===== src/corq_pkg.sv =====
// ----------------------------------------------------------------------------
// corq_pkg
// shared widths, request and status codes, and transaction types for the
// class-ordered request queue
// ----------------------------------------------------------------------------
package corq_pkg;

    // queue storage
    localparam int DEPTH         = 16;
    localparam int COUNT_W       = $clog2(DEPTH + 1);

    // field widths
    localparam int REQ_W         = 2;
    localparam int PATH_W        = 7;
    localparam int CLASS_W       = 2;
    localparam int STATION_W     = 16;
    localparam int MODULE_W      = 8;
    localparam int OWNER_W       = 32;
    localparam int STATUS_W      = 2;
    localparam int ENTRY_COUNT_W = 5;

    // request fifo between front and back
    localparam int FIFO_DEPTH    = 2;
    localparam int FIFO_PTR_W    = $clog2(FIFO_DEPTH);
    localparam int FIFO_CNT_W    = $clog2(FIFO_DEPTH + 1);

    // request type codes on the input channel
    localparam logic [REQ_W-1:0] REQ_INSERT = 2'd0;
    localparam logic [REQ_W-1:0] REQ_REMOVE = 2'd1;
    localparam logic [REQ_W-1:0] REQ_POP    = 2'd2;

    // internal operation codes after classification
    localparam logic [1:0] OP_INSERT = 2'd0;
    localparam logic [1:0] OP_REMOVE = 2'd1;
    localparam logic [1:0] OP_POP    = 2'd2;
    localparam logic [1:0] OP_NOP    = 2'd3;

    // result status codes
    localparam logic [STATUS_W-1:0] ST_DONE      = 2'd0;
    localparam logic [STATUS_W-1:0] ST_FULL      = 2'd1;
    localparam logic [STATUS_W-1:0] ST_NOT_FOUND = 2'd2;
    localparam logic [STATUS_W-1:0] ST_EMPTY     = 2'd3;

    typedef struct packed {
        logic [PATH_W-1:0]    path;
        logic [CLASS_W-1:0]   cls;
        logic [STATION_W-1:0] station;
        logic [MODULE_W-1:0]  module_kind;
        logic [OWNER_W-1:0]   owner;
    } entry_t;

    typedef struct packed {
        logic [1:0] op;
        entry_t     entry;
    } req_t;

    typedef struct packed {
        logic                     ins;
        logic                     del;
    } action_t;

    typedef struct packed {
        logic [STATUS_W-1:0]      status;
        logic                     head_valid;
        entry_t                   head;
        logic [ENTRY_COUNT_W-1:0] entry_count;
    } result_t;

endpackage


===== src/corq_front.sv =====
// ----------------------------------------------------------------------------
// corq_front
// input register stage: takes request transactions and classifies them into
// internal operations for the request fifo
// ----------------------------------------------------------------------------
module corq_front (
    input  logic                             aclk,
    input  logic                             aresetn,
    input  logic                             s_valid,
    output logic                             s_ready,
    input  logic [corq_pkg::REQ_W-1:0]       s_req_type,
    input  logic [corq_pkg::PATH_W-1:0]      s_path_number,
    input  logic [corq_pkg::CLASS_W-1:0]     s_priority_class,
    input  logic [corq_pkg::STATION_W-1:0]   s_station_id,
    input  logic [corq_pkg::MODULE_W-1:0]    s_module_kind,
    input  logic [corq_pkg::OWNER_W-1:0]     s_owner_id,
    output logic                             out_valid,
    input  logic                             out_ready,
    output corq_pkg::req_t                   out_req
);

    logic           hold_valid_reg, hold_valid_next;
    corq_pkg::req_t req_reg, req_next;
    logic           take;

    assign s_ready   = !hold_valid_reg || out_ready;
    assign take      = s_valid && s_ready;
    assign out_valid = hold_valid_reg;
    assign out_req   = req_reg;

    always_comb begin
        req_next                   = req_reg;
        hold_valid_next            = hold_valid_reg && !out_ready;
        if (take) begin
            hold_valid_next               = 1'b1;
            req_next.entry.path           = s_path_number;
            req_next.entry.cls            = s_priority_class;
            req_next.entry.station        = s_station_id;
            req_next.entry.module_kind    = s_module_kind;
            req_next.entry.owner          = s_owner_id;
            unique case (s_req_type)
                corq_pkg::REQ_INSERT: req_next.op = corq_pkg::OP_INSERT;
                corq_pkg::REQ_REMOVE: req_next.op = corq_pkg::OP_REMOVE;
                corq_pkg::REQ_POP:    req_next.op = corq_pkg::OP_POP;
                default:              req_next.op = corq_pkg::OP_NOP;
            endcase
        end
    end

    always_ff @(posedge aclk) begin
        if (!aresetn) begin
            hold_valid_reg <= 1'b0;
        end else begin
            hold_valid_reg <= hold_valid_next;
        end
    end

    always_ff @(posedge aclk) begin
        req_reg <= req_next;
    end

endmodule


===== src/corq_req_fifo.sv =====
// ----------------------------------------------------------------------------
// corq_req_fifo
// short request fifo that decouples the front stage from the queue engine
// ----------------------------------------------------------------------------
module corq_req_fifo (
    input  logic           aclk,
    input  logic           aresetn,
    input  logic           in_valid,
    output logic           in_ready,
    input  corq_pkg::req_t in_req,
    output logic           out_valid,
    input  logic           out_ready,
    output corq_pkg::req_t out_req
);

    corq_pkg::req_t                   mem_reg [corq_pkg::FIFO_DEPTH];
    logic [corq_pkg::FIFO_PTR_W-1:0]  wr_ptr_reg, wr_ptr_next;
    logic [corq_pkg::FIFO_PTR_W-1:0]  rd_ptr_reg, rd_ptr_next;
    logic [corq_pkg::FIFO_CNT_W-1:0]  cnt_reg, cnt_next;
    logic                             push, pop;

    assign in_ready  = (cnt_reg != corq_pkg::FIFO_CNT_W'(corq_pkg::FIFO_DEPTH));
    assign out_valid = (cnt_reg != '0);
    assign out_req   = mem_reg[rd_ptr_reg];
    assign push      = in_valid && in_ready;
    assign pop       = out_valid && out_ready;

    always_comb begin
        wr_ptr_next = wr_ptr_reg;
        rd_ptr_next = rd_ptr_reg;
        cnt_next    = cnt_reg;
        if (push) begin
            wr_ptr_next = (wr_ptr_reg == corq_pkg::FIFO_PTR_W'(corq_pkg::FIFO_DEPTH - 1))
                        ? '0 : wr_ptr_reg + 1'b1;
        end
        if (pop) begin
            rd_ptr_next = (rd_ptr_reg == corq_pkg::FIFO_PTR_W'(corq_pkg::FIFO_DEPTH - 1))
                        ? '0 : rd_ptr_reg + 1'b1;
        end
        if (push && !pop) begin
            cnt_next = cnt_reg + 1'b1;
        end else if (pop && !push) begin
            cnt_next = cnt_reg - 1'b1;
        end
    end

    always_ff @(posedge aclk) begin
        if (!aresetn) begin
            wr_ptr_reg <= '0;
            rd_ptr_reg <= '0;
            cnt_reg    <= '0;
        end else begin
            wr_ptr_reg <= wr_ptr_next;
            rd_ptr_reg <= rd_ptr_next;
            cnt_reg    <= cnt_next;
        end
    end

    always_ff @(posedge aclk) begin
        if (push) begin
            mem_reg[wr_ptr_reg] <= in_req;
        end
    end

endmodule


===== src/corq_back.sv =====
// ----------------------------------------------------------------------------
// corq_back
// queue engine: a sorted array of entry cells with a two-step sequencer
// (decide, then shift) and the result output register
// ----------------------------------------------------------------------------
module corq_back (
    input  logic              aclk,
    input  logic              aresetn,
    input  logic              req_valid,
    output logic              req_ready,
    input  corq_pkg::req_t    req,
    output logic              m_valid,
    input  logic              m_ready,
    output corq_pkg::result_t m_result
);

    localparam logic [1:0] S_IDLE  = 2'd0;
    localparam logic [1:0] S_CALC  = 2'd1;
    localparam logic [1:0] S_APPLY = 2'd2;

    logic [1:0]                        state_reg, state_next;
    corq_pkg::entry_t                  cells_reg [corq_pkg::DEPTH];
    corq_pkg::entry_t                  cells_next [corq_pkg::DEPTH];
    logic [corq_pkg::COUNT_W-1:0]      count_reg, count_next;
    corq_pkg::req_t                    req_reg;

    logic [corq_pkg::DEPTH-1:0]        le_reg, mask_reg;
    corq_pkg::action_t                 act_reg;
    logic [corq_pkg::STATUS_W-1:0]     status_reg;

    logic                              out_valid_reg, out_valid_next;
    corq_pkg::result_t                 result_reg, result_next;

    // decision logic
    logic [corq_pkg::DEPTH-1:0]        valid_vec, le_vec, match_vec, cls_vec;
    logic [corq_pkg::DEPTH-1:0]        first_vec, del_onehot, mask_calc;
    logic                              cls_hit;
    corq_pkg::action_t                 act_calc;
    logic [corq_pkg::STATUS_W-1:0]     status_calc;

    logic                              take, out_free, commit;

    assign out_free  = !out_valid_reg || m_ready;
    assign commit    = (state_reg == S_APPLY) && out_free;
    assign req_ready = (state_reg == S_IDLE) || commit;
    assign take      = req_valid && req_ready;
    assign m_valid   = out_valid_reg;
    assign m_result  = result_reg;

    always_comb begin
        for (int i = 0; i < corq_pkg::DEPTH; i++) begin
            valid_vec[i] = (corq_pkg::COUNT_W'(i) < count_reg);
            le_vec[i]    = valid_vec[i] && (cells_reg[i].cls <= req_reg.entry.cls);
            match_vec[i] = valid_vec[i] && (cells_reg[i].path == req_reg.entry.path);
            cls_vec[i]   = (cells_reg[i].cls == req_reg.entry.cls);
        end
        // isolate the earliest entry with a matching path
        first_vec = match_vec & (~match_vec + corq_pkg::DEPTH'(1));
        cls_hit   = |(first_vec & cls_vec);

        act_calc    = '0;
        status_calc = corq_pkg::ST_DONE;
        del_onehot  = '0;
        unique case (req_reg.op)
            corq_pkg::OP_INSERT: begin
                if (count_reg == corq_pkg::COUNT_W'(corq_pkg::DEPTH)) begin
                    status_calc = corq_pkg::ST_FULL;
                end else begin
                    act_calc.ins = 1'b1;
                end
            end
            corq_pkg::OP_REMOVE: begin
                if (count_reg == '0) begin
                    status_calc = corq_pkg::ST_EMPTY;
                end else if (!cls_hit) begin
                    status_calc = corq_pkg::ST_NOT_FOUND;
                end else begin
                    act_calc.del = 1'b1;
                    del_onehot   = first_vec;
                end
            end
            corq_pkg::OP_POP: begin
                if (count_reg == '0) begin
                    status_calc = corq_pkg::ST_EMPTY;
                end else begin
                    act_calc.del = 1'b1;
                    del_onehot   = corq_pkg::DEPTH'(1);
                end
            end
            default: begin
                status_calc = corq_pkg::ST_DONE;
            end
        endcase
        // cells at and above the removed slot pull from their upper neighbor
        mask_calc = ~(del_onehot - corq_pkg::DEPTH'(1));
    end

    // shift network of the cell array
    always_comb begin
        for (int i = 0; i < corq_pkg::DEPTH; i++) begin
            cells_next[i] = cells_reg[i];
        end
        count_next = count_reg;
        if (commit) begin
            if (act_reg.ins) begin
                // entries of class <= new class form a prefix; insert right after it
                if (!le_reg[0]) begin
                    cells_next[0] = req_reg.entry;
                end
                for (int i = 1; i < corq_pkg::DEPTH; i++) begin
                    if (!le_reg[i]) begin
                        cells_next[i] = le_reg[i-1] ? req_reg.entry : cells_reg[i-1];
                    end
                end
                count_next = count_reg + 1'b1;
            end else if (act_reg.del) begin
                for (int i = 0; i < corq_pkg::DEPTH - 1; i++) begin
                    if (mask_reg[i]) begin
                        cells_next[i] = cells_reg[i+1];
                    end
                end
                count_next = count_reg - 1'b1;
            end
        end
    end

    always_comb begin
        result_next    = result_reg;
        out_valid_next = out_valid_reg && !m_ready;
        if (commit) begin
            out_valid_next          = 1'b1;
            result_next.status      = status_reg;
            result_next.entry_count = corq_pkg::ENTRY_COUNT_W'(count_next);
            if (count_next != '0) begin
                result_next.head_valid = 1'b1;
                result_next.head       = cells_next[0];
            end else begin
                result_next.head_valid = 1'b0;
                result_next.head       = '0;
            end
        end
    end

    always_comb begin
        state_next = state_reg;
        unique case (state_reg)
            S_IDLE: begin
                if (take) begin
                    state_next = S_CALC;
                end
            end
            S_CALC: begin
                state_next = S_APPLY;
            end
            S_APPLY: begin
                if (out_free) begin
                    state_next = take ? S_CALC : S_IDLE;
                end
            end
            default: begin
                state_next = S_IDLE;
            end
        endcase
    end

    always_ff @(posedge aclk) begin
        if (!aresetn) begin
            state_reg     <= S_IDLE;
            count_reg     <= '0;
            out_valid_reg <= 1'b0;
            act_reg       <= '0;
        end else begin
            state_reg     <= state_next;
            count_reg     <= count_next;
            out_valid_reg <= out_valid_next;
            if (state_reg == S_CALC) begin
                act_reg <= act_calc;
            end
        end
    end

    always_ff @(posedge aclk) begin
        for (int i = 0; i < corq_pkg::DEPTH; i++) begin
            cells_reg[i] <= cells_next[i];
        end
        result_reg <= result_next;
        if (take) begin
            req_reg <= req;
        end
        if (state_reg == S_CALC) begin
            le_reg     <= le_vec;
            mask_reg   <= mask_calc;
            status_reg <= status_calc;
        end
    end

endmodule


===== src/class_ordered_request_queue.sv =====
// ----------------------------------------------------------------------------
// class_ordered_request_queue
// ordered request queue: lower class first, arrival order within a class
// ----------------------------------------------------------------------------
// s_ channel carries one request per transaction: insert, remove by path and
// class, or pop head. every request yields exactly one m_ transaction with
// the status, the head entry after the operation and the entry count.
// requests pass an input register and a two-entry request fifo before the
// queue engine, so a stalled m_ side still lets a few requests be taken.
// the engine sequencer handles one request at a time: a decide state picks
// the slot, then an apply state shifts the cell array and commits the result;
// the next request is taken as the current one commits.
// the queue holds 16 entries; an insert into a full queue is dropped and
// reported with the full status.
// reset empties the queue; no clearing pass is needed, entries are read only
// below the fill count. while m_valid is high and m_ready low the result
// register holds and the engine waits with the next request not committed.
// ----------------------------------------------------------------------------
module class_ordered_request_queue (
    input  logic                                 aclk,
    input  logic                                 aresetn,
    input  logic                                 s_valid,
    output logic                                 s_ready,
    input  logic [corq_pkg::REQ_W-1:0]           s_req_type,
    input  logic [corq_pkg::PATH_W-1:0]          s_path_number,
    input  logic [corq_pkg::CLASS_W-1:0]         s_priority_class,
    input  logic [corq_pkg::STATION_W-1:0]       s_station_id,
    input  logic [corq_pkg::MODULE_W-1:0]        s_module_kind,
    input  logic [corq_pkg::OWNER_W-1:0]         s_owner_id,
    output logic                                 m_valid,
    input  logic                                 m_ready,
    output logic [corq_pkg::STATUS_W-1:0]        m_status,
    output logic                                 m_head_valid,
    output logic [corq_pkg::PATH_W-1:0]          m_head_path,
    output logic [corq_pkg::CLASS_W-1:0]         m_head_class,
    output logic [corq_pkg::STATION_W-1:0]       m_head_station,
    output logic [corq_pkg::MODULE_W-1:0]        m_head_module,
    output logic [corq_pkg::OWNER_W-1:0]         m_head_owner,
    output logic [corq_pkg::ENTRY_COUNT_W-1:0]   m_entry_count
);

    logic              front_valid, front_ready;
    corq_pkg::req_t    front_req;
    logic              fifo_valid, fifo_ready;
    corq_pkg::req_t    fifo_req;
    corq_pkg::result_t result;

    corq_front u_front (
        .aclk             (aclk),
        .aresetn          (aresetn),
        .s_valid          (s_valid),
        .s_ready          (s_ready),
        .s_req_type       (s_req_type),
        .s_path_number    (s_path_number),
        .s_priority_class (s_priority_class),
        .s_station_id     (s_station_id),
        .s_module_kind    (s_module_kind),
        .s_owner_id       (s_owner_id),
        .out_valid        (front_valid),
        .out_ready        (front_ready),
        .out_req          (front_req)
    );

    corq_req_fifo u_fifo (
        .aclk      (aclk),
        .aresetn   (aresetn),
        .in_valid  (front_valid),
        .in_ready  (front_ready),
        .in_req    (front_req),
        .out_valid (fifo_valid),
        .out_ready (fifo_ready),
        .out_req   (fifo_req)
    );

    corq_back u_back (
        .aclk      (aclk),
        .aresetn   (aresetn),
        .req_valid (fifo_valid),
        .req_ready (fifo_ready),
        .req       (fifo_req),
        .m_valid   (m_valid),
        .m_ready   (m_ready),
        .m_result  (result)
    );

    assign m_status       = result.status;
    assign m_head_valid   = result.head_valid;
    assign m_head_path    = result.head.path;
    assign m_head_class   = result.head.cls;
    assign m_head_station = result.head.station;
    assign m_head_module  = result.head.module_kind;
    assign m_head_owner   = result.head.owner;
    assign m_entry_count  = result.entry_count;

    // count never exceeds the queue depth
    assert property (@(posedge aclk) disable iff (!aresetn)
        m_valid |-> (m_entry_count <= corq_pkg::ENTRY_COUNT_W'(corq_pkg::DEPTH)))
        else $error("entry count above queue depth");

    // head valid agrees with the count
    assert property (@(posedge aclk) disable iff (!aresetn)
        m_valid |-> (m_head_valid == (m_entry_count != '0)))
        else $error("head valid disagrees with entry count");

    // a dropped insert only happens at full depth
    assert property (@(posedge aclk) disable iff (!aresetn)
        (m_valid && (m_status == corq_pkg::ST_FULL))
        |-> (m_entry_count == corq_pkg::ENTRY_COUNT_W'(corq_pkg::DEPTH)))
        else $error("full status with free slots");

    // empty status leaves the queue empty
    assert property (@(posedge aclk) disable iff (!aresetn)
        (m_valid && (m_status == corq_pkg::ST_EMPTY)) |-> (m_entry_count == '0))
        else $error("empty status with entries present");

endmodule


===== config.mk =====
export PLATFORM = sky130hd
export DESIGN_NAME = class_ordered_request_queue
export DESIGN_NICKNAME = d
export VERILOG_FILES = /design/src/corq_pkg.sv /design/src/corq_front.sv /design/src/corq_req_fifo.sv /design/src/corq_back.sv /design/src/class_ordered_request_queue.sv
export SDC_FILE = /design/constraint.sdc
export NUM_CORES = 2
export LEC_CHECK = 0
export ABC_AREA = 1
export BUFFER_PORTS_ARGS = -buffer_cell sky130_fd_sc_hd__buf_4
export CAP_MARGIN = 25
export CELL_PAD_IN_SITES_DETAIL_PLACEMENT = 0
export CELL_PAD_IN_SITES_GLOBAL_PLACEMENT = 1
export CORE_AREA = 5 5 483 485
export DETAILED_ROUTE_END_ITERATION = 12
export DIE_AREA = 0 0 488 490
export PLACE_DENSITY_LB_ADDON = 0.15
export SYNTH_ARGS = -nofsm -noshare
export SYNTH_HDL_FRONTEND = slang
export SYNTH_HIERARCHICAL = 1
export SYNTH_SLANG_ARGS = --single-unit

===== constraint.sdc =====
create_clock -name aclk -period 14.5 [get_ports aclk]
set_input_delay 1.45 -clock aclk [delete_from_list [all_inputs] [get_ports aclk]]
set_output_delay 1.45 -clock aclk [all_outputs]
set_load 0.02 [all_outputs]

; Word level (Yosys, flattened, before mapping)
; Memories as Yosys holds them, arrays and structs flattened. A register that Yosys moved wholly into a read port is not among the register bits.
; Index checks and enable logic that the tools add are counted.
; Widths: inputs -> output; s select.
[totals]
ff_bits = 188
latchBits = 0
ramBits = 1174
romBits = 0
in_bits = 71
out_inout_bits = 75
word_cells = 254
memories = 2
[memory_table]
columns = name, words, width, rd, rd_clocked_by_memory_dff, wr, line
row1 = u_back.cells_reg, 16, 65, 16, 0, 16, corq_back.sv:22  ; corq_pkg::entry_t cells_reg [corq_pkg::DEPTH];
row2 = u_fifo.mem_reg, 2, 67, 1, 1, 1, corq_req_fifo.sv:16  ; corq_pkg::req_t mem_reg [corq_pkg::FIFO_DEPTH];
[op_classes]
addsub = 8
n_mul = 0
n_div = 0
magnitude_cmp = 32
n_eq_ne = 42
n_shift = 0
n_mux = 82
bitwise_logic = 4
n_reduce_logical = 58
[ops]
columns = cell, count
row1 = $mux 65, 47
row2 = $mux 975, 2
row3 = $mux 1040, 1
row4 = $eq 7x7->1, 16
row5 = $mux 66, 1
row6 = $logic_and 1x1->1, 40
row7 = $lt 4x5->1 const A, 8
row8 = $and 16x16->16, 2
row9 = $eq 2x2->1, 16
row10 = $le 2x2->1, 16
row11 = $mux 15, 2
row12 = $pmux 15 s2, 1
row13 = $lt 3x5->1 const A, 4
row14 = $pmux 2 s3, 3
row15 = $add 16x1->16 const B, 1
row16 = $not 16->16, 1
row17 = $reduce_or 16->1, 1
row18 = $mux 5, 3
row19 = $not 15->15, 1
row20 = $sub 15x1->15 const B, 1
row21 = $mux 1, 14
row22 = $mux 2, 7
row23 = $lt 1x5->1 const A, 2
row24 = $lt 2x5->1 const A, 2
row25 = other kinds (18), 34

; Longest topological paths before layout
; An unclocked memory read counts as a cell.
[logic_depth]
depth_word = 13
depth_mapped = 23
mapped_depth_nobuf = 21

; Modules after synthesis
; The synthesis kept the hierarchy.
[by_module_without_submodules]
columns = module, n_inst, cells_each, area_each_um2, seq_area_each_um2
row1 = corq_back, 1, 6564, 60885.9, 35974.5
row2 = corq_req_fifo, 1, 245, 5187.5, 4124.0
row3 = corq_front, 1, 76, 2070.7, 2031.9

; Least setup slack after synthesis
; Ideal clock, no wire load.
[synth_timing]
path_kind = input -> register
startpoint = input m_ready
endpoint = memory u_back/cells_reg[0][325] in the netlist's numbering, enable pin
setup_ns = 0.585
arrival_time_ns = 6.843
required_time_ns = 13.915
slack_ns = 7.072
stages = 7
path_buffers = 1
cell_sequence = nor2_1 inv_1 nand2_1 inv_2 o21ai_2 clkbuf_1 a211oi_1
[synth_rtl]
columns = item, line
row1 = start: declaration, class_ordered_request_queue.sv:31  ; input logic m_ready,
row2 = end: declaration, corq_back.sv:22

==> flow_summary_export.csv <==
group,metric,value,unit
status,outcome,"finished clean",
cts,post-cts-setup-buffers,0,
floorplanning,die_w,488,um
finish,post_route_cells_drive_above_1_share,10.3,%
cts,cts_tree,"done",
synthesis,synth_largest_area_cell,"edfxtp_1",
detailed_routing,drt_pass1_iterations,5,
finish,finish.net_count,6884,
setup_path,ff2ff_setup_slack,9.33,ns
timing,timing_max_transition_violations_final,0,
synthesis,seq_total_area_yosys,61.8,%
detailed_routing,number_of_drc_violations_after_detailed_routing,0,
global_route,gr_usage_total,19.6,%
floorplanning,design.core.area,0.229,mm2
finish,largest_reg_flops,1040,
timing,timing.max_slew.rel_slack,25.9,%
finish,filler_cell_count,23128,
cts,cts_max_path_buffers,3,
cts,postCtsHoldBufs,0,
floorplanning,std_cell_rows,176,
cts,clockRootBuffer,"clkbuf_16",
synthesis,async_reset_ff_share,0,%
floorplanning,io_pins,146,
timing,max_clock_freq,193,MHz
detailed_routing,average_wire_per_cell_in_the_routed_design,24.3,um
synthesis,syn_area,0.0681,mm2
cts,clk-insertion-delay-late,0.84,ns
hold_path,min_to,"u_fifo/mem_reg[1][64]$_DFFE_PP_",
power_and_ir_drop,vdd_ir_drop_max,0.000104,V
synthesis,postSynthAreaPerCell,9.90,um2
synthesis,dominantRegCellSynth,"edfxtp_1",
global_route,via_count_of_the_first_global_routing_pass,49811,
synthesis,yosys_warnings,6,
place,numPortBuffers,145,
synthesis,ys_top_cells_by_count,"nand2_1 (1864), edfxtp_1 (1349), o21ai_0 (1053), a21oi_1 (874), clkbuf_1 (485)",
setup_path,required,15.14,ns
setup_path,reg2reg_path_depth,9,
cts,ctsHtreeMaxLevel,4,
global_route,globalRouteOverflowTotal,0,
cts,cts.reportedPaths.clkPinSlew,0.06,ns
floorplanning,initial_utilization,29.8,%
place,place_worst_setup_slack,9.30,ns
synthesis,postSynthCellCount,6885,
hold_path,worstHoldStart,"u_front/out_req[64]$_DFFE_PP_",
power_and_ir_drop,power_density,167,mW/mm2
global_route,antenna_found_initial,8,
setup_path,largest_fanout_of_any_net_on_the_critical_path,86,
timing,layout_worst_path_cycle_share,35.7,%
setup_path,timing.critical_path.arrival,5.82,ns
detailed_routing,routed_via_density,5.11,
hold_path,hp-class,"reg2reg",
synthesis,synth_enable_flop_cells,1349,
hold_path,worst_hold_path.num_cells,0,
finish,area_delta_synth_final,14.2,%
detailed_routing,vias,50872,
power_and_ir_drop,cellLeakagePower,0.0307,uW
synthesis,synth_largest_type_area_fraction,59.4,%
synthesis,synth.net_count,6998,
timing,finalCriticalPeriod,5.17,ns
setup_path,regToRegStartpoint,"u_back/act_reg[0]$_SDFFE_PN0N_",
setup_path,setup.worst_path.start_class,"flop",
detailed_routing,totalWireLength,242000,um
floorplanning,chipHeight,490,um
global_route,grt_first_pass_wirelength,350000,um
cts,cts.sink_count,1430,
finish,multi_input_comb_area,0.0226,mm2
place,hpwlAfterDp,140000,um
place,placedInstanceArea,0.0720,mm2
global_route,grt_max_degree,207,
detailed_routing,drt.antenna.violating_nets,0,
timing,final_hold_viol_count,0,
synthesis,post-synth-top-count-cell,"nand2_1",
setup_path,critPathCaptureType,"flop",
cts,postCtsResizedCells,0,
finish,seq_area,0.0421,mm2
timing,setup_ws,9.33,ns
synthesis,synth.area.top_cells,"edfxtp_1 (59%), nand2_1 (10%), o21ai_0 (7.7%)",
run,maximum_capacitance_violations,0,
finish,final_area,0.0778,mm2
setup_path,timing.setup.critical_path_class,"reg2reg",
cts,cts_inserted_buffers,175,
floorplanning,die_area,0.239,mm2
timing,worst_clock_skew,0.0485,ns
detailed_routing,drt-initial-drc-count,4672,
timing,grt_setup_unrepaired,"false",
synthesis,synth_seq_cells,1430,
timing,setup_viol,0,
place,final_weighted_congestion_of_routability_driven_global_placement,0.813,
timing,setup_tns,0,ns
timing,max_slew.worst_pin.slew,1.11,ns
synthesis,synth.distinct_cells,59,
setup_path,terminus_of_the_critical_flop_to_flop_path,"u_back/cells_reg[0][99]$_DFFE_PP_",
power breakdown:
group	leakage, uW	switching, uW	internal, uW
clock	0.00280	1850	2550
sequential	0.0132	257	5070
combinational	0.0147	2420	855
per-layer routing:
metal / up-vias / GRT usage (%) / share of wire (%)
met5: - / 0 / 0
met4: 0 / 4.74 / 2.2
met3: 294 / 3.02 / 5.3
met2: 1488 / 31.4 / 46
met1: 25249 / 27.9 / 46
li1: 23841 / - / -
worst max-delay path, stage by stage, from the launching register on:
cell	delay, ns
dfxtp_1	0.45
inv_1	0.11
nor2_4	0.16
buf_4	0.48
buf_4	0.88
buf_4	0.82
buf_4	0.76
buf_4	0.83
nand2_1	0.12
o221ai_1	0.11
area by class of cell:
cell class	instances	share of cell area, %
diodes	2	0.00643
clock buffers	256	6.45
clock inverters	71	0.949
inverters	366	1.81
multi-input cells	4531	29.0
flip-flops and latches	1430	54.2
well taps	3026	4.87
repair buffers	267	2.75
per-stage QoR:
stage | hold slack, ns | utilization [%] | instances | power [uW]
5_1_grt | 0.421 | 34.0 | 9949 | 13700
2_1_floorplan | 0.400 | - | 6885 | 7510
3_3_place_gp | 0.422 | 31.4 | 9614 | 8690
3_5_place_dp | 0.429 | 31.5 | 9618 | 8720
4_1_cts | 0.415 | 34.0 | 9945 | 13200
6_report | 0.404 | 34.0 | 9949 | 13000
logic make-up after synthesis:
kind of cell / count (synthesis) / share of synthesized area, %
adder cells (fa/ha/maj): 42 / 0.771
flip-flops: 1430 / 61.8
buffers and inverters: 924 / 5.44
XOR/XNOR: 59 / 0.769
AND/OR/NAND/NOR: 2197 / 13.0
multiplexers: 67 / 1.27
AO/OA/AOI/OAI: 2166 / 16.9
layout by cell type, fill, tap and decap left out, types with 19 or more instances in the layout:
cell type | netlist | layout
a21oi_1 | 874 | 873
dfxtp_1 | 81 | 79
mux2_4 | 30 | 30
o22ai_1 | 35 | 35
clkbuf_16 | 0 | 177
nand2_2 | 18 | 19
o221ai_1 | 64 | 64
a22oi_1 | 65 | 65
xor2_1 | 27 | 27
nand2_1 | 1864 | 1860
buf_4 | 3 | 258
and2_1 | 65 | 65
inv_1 | 341 | 339
nor2_1 | 128 | 124
nor2_2 | 21 | 21
o32ai_1 | 30 | 30
clkinv_2 | 0 | 19
nand3_1 | 37 | 37
clkbuf_1 | 485 | 50
o21ai_0 | 1053 | 1053
clkbuf_8 | 0 | 29
clkinv_1 | 2 | 28
edfxtp_1 | 1349 | 1349
xnor2_1 | 31 | 31
mux2_2 | 37 | 37
ha_1 | 42 | 42
worst max path at each step:
stage / start / endpoint / slack [ns] / cells past startpoint
after floorplan: m_ready / u_back/cells_reg[0][325]$_DFFE_PP_ / 7.07 / 7
after global placement: u_back/act_reg[0]$_SDFFE_PN0N_ / u_back/cells_reg[0][99]$_DFFE_PP_ / 9.33 / 9
after detailed placement: u_back/act_reg[0]$_SDFFE_PN0N_ / u_back/cells_reg[0][101]$_DFFE_PP_ / 9.30 / 9
after CTS: u_back/act_reg[0]$_SDFFE_PN0N_ / u_back/cells_reg[0][101]$_DFFE_PP_ / 9.32 / 9
after global routing: u_back/act_reg[0]$_SDFFE_PN0N_ / u_back/cells_reg[0][100]$_DFFE_PP_ / 9.03 / 9
final: u_back/act_reg[0]$_SDFFE_PN0N_ / u_back/cells_reg[0][99]$_DFFE_PP_ / 9.33 / 9
Power figures use the tool's default switching activity.
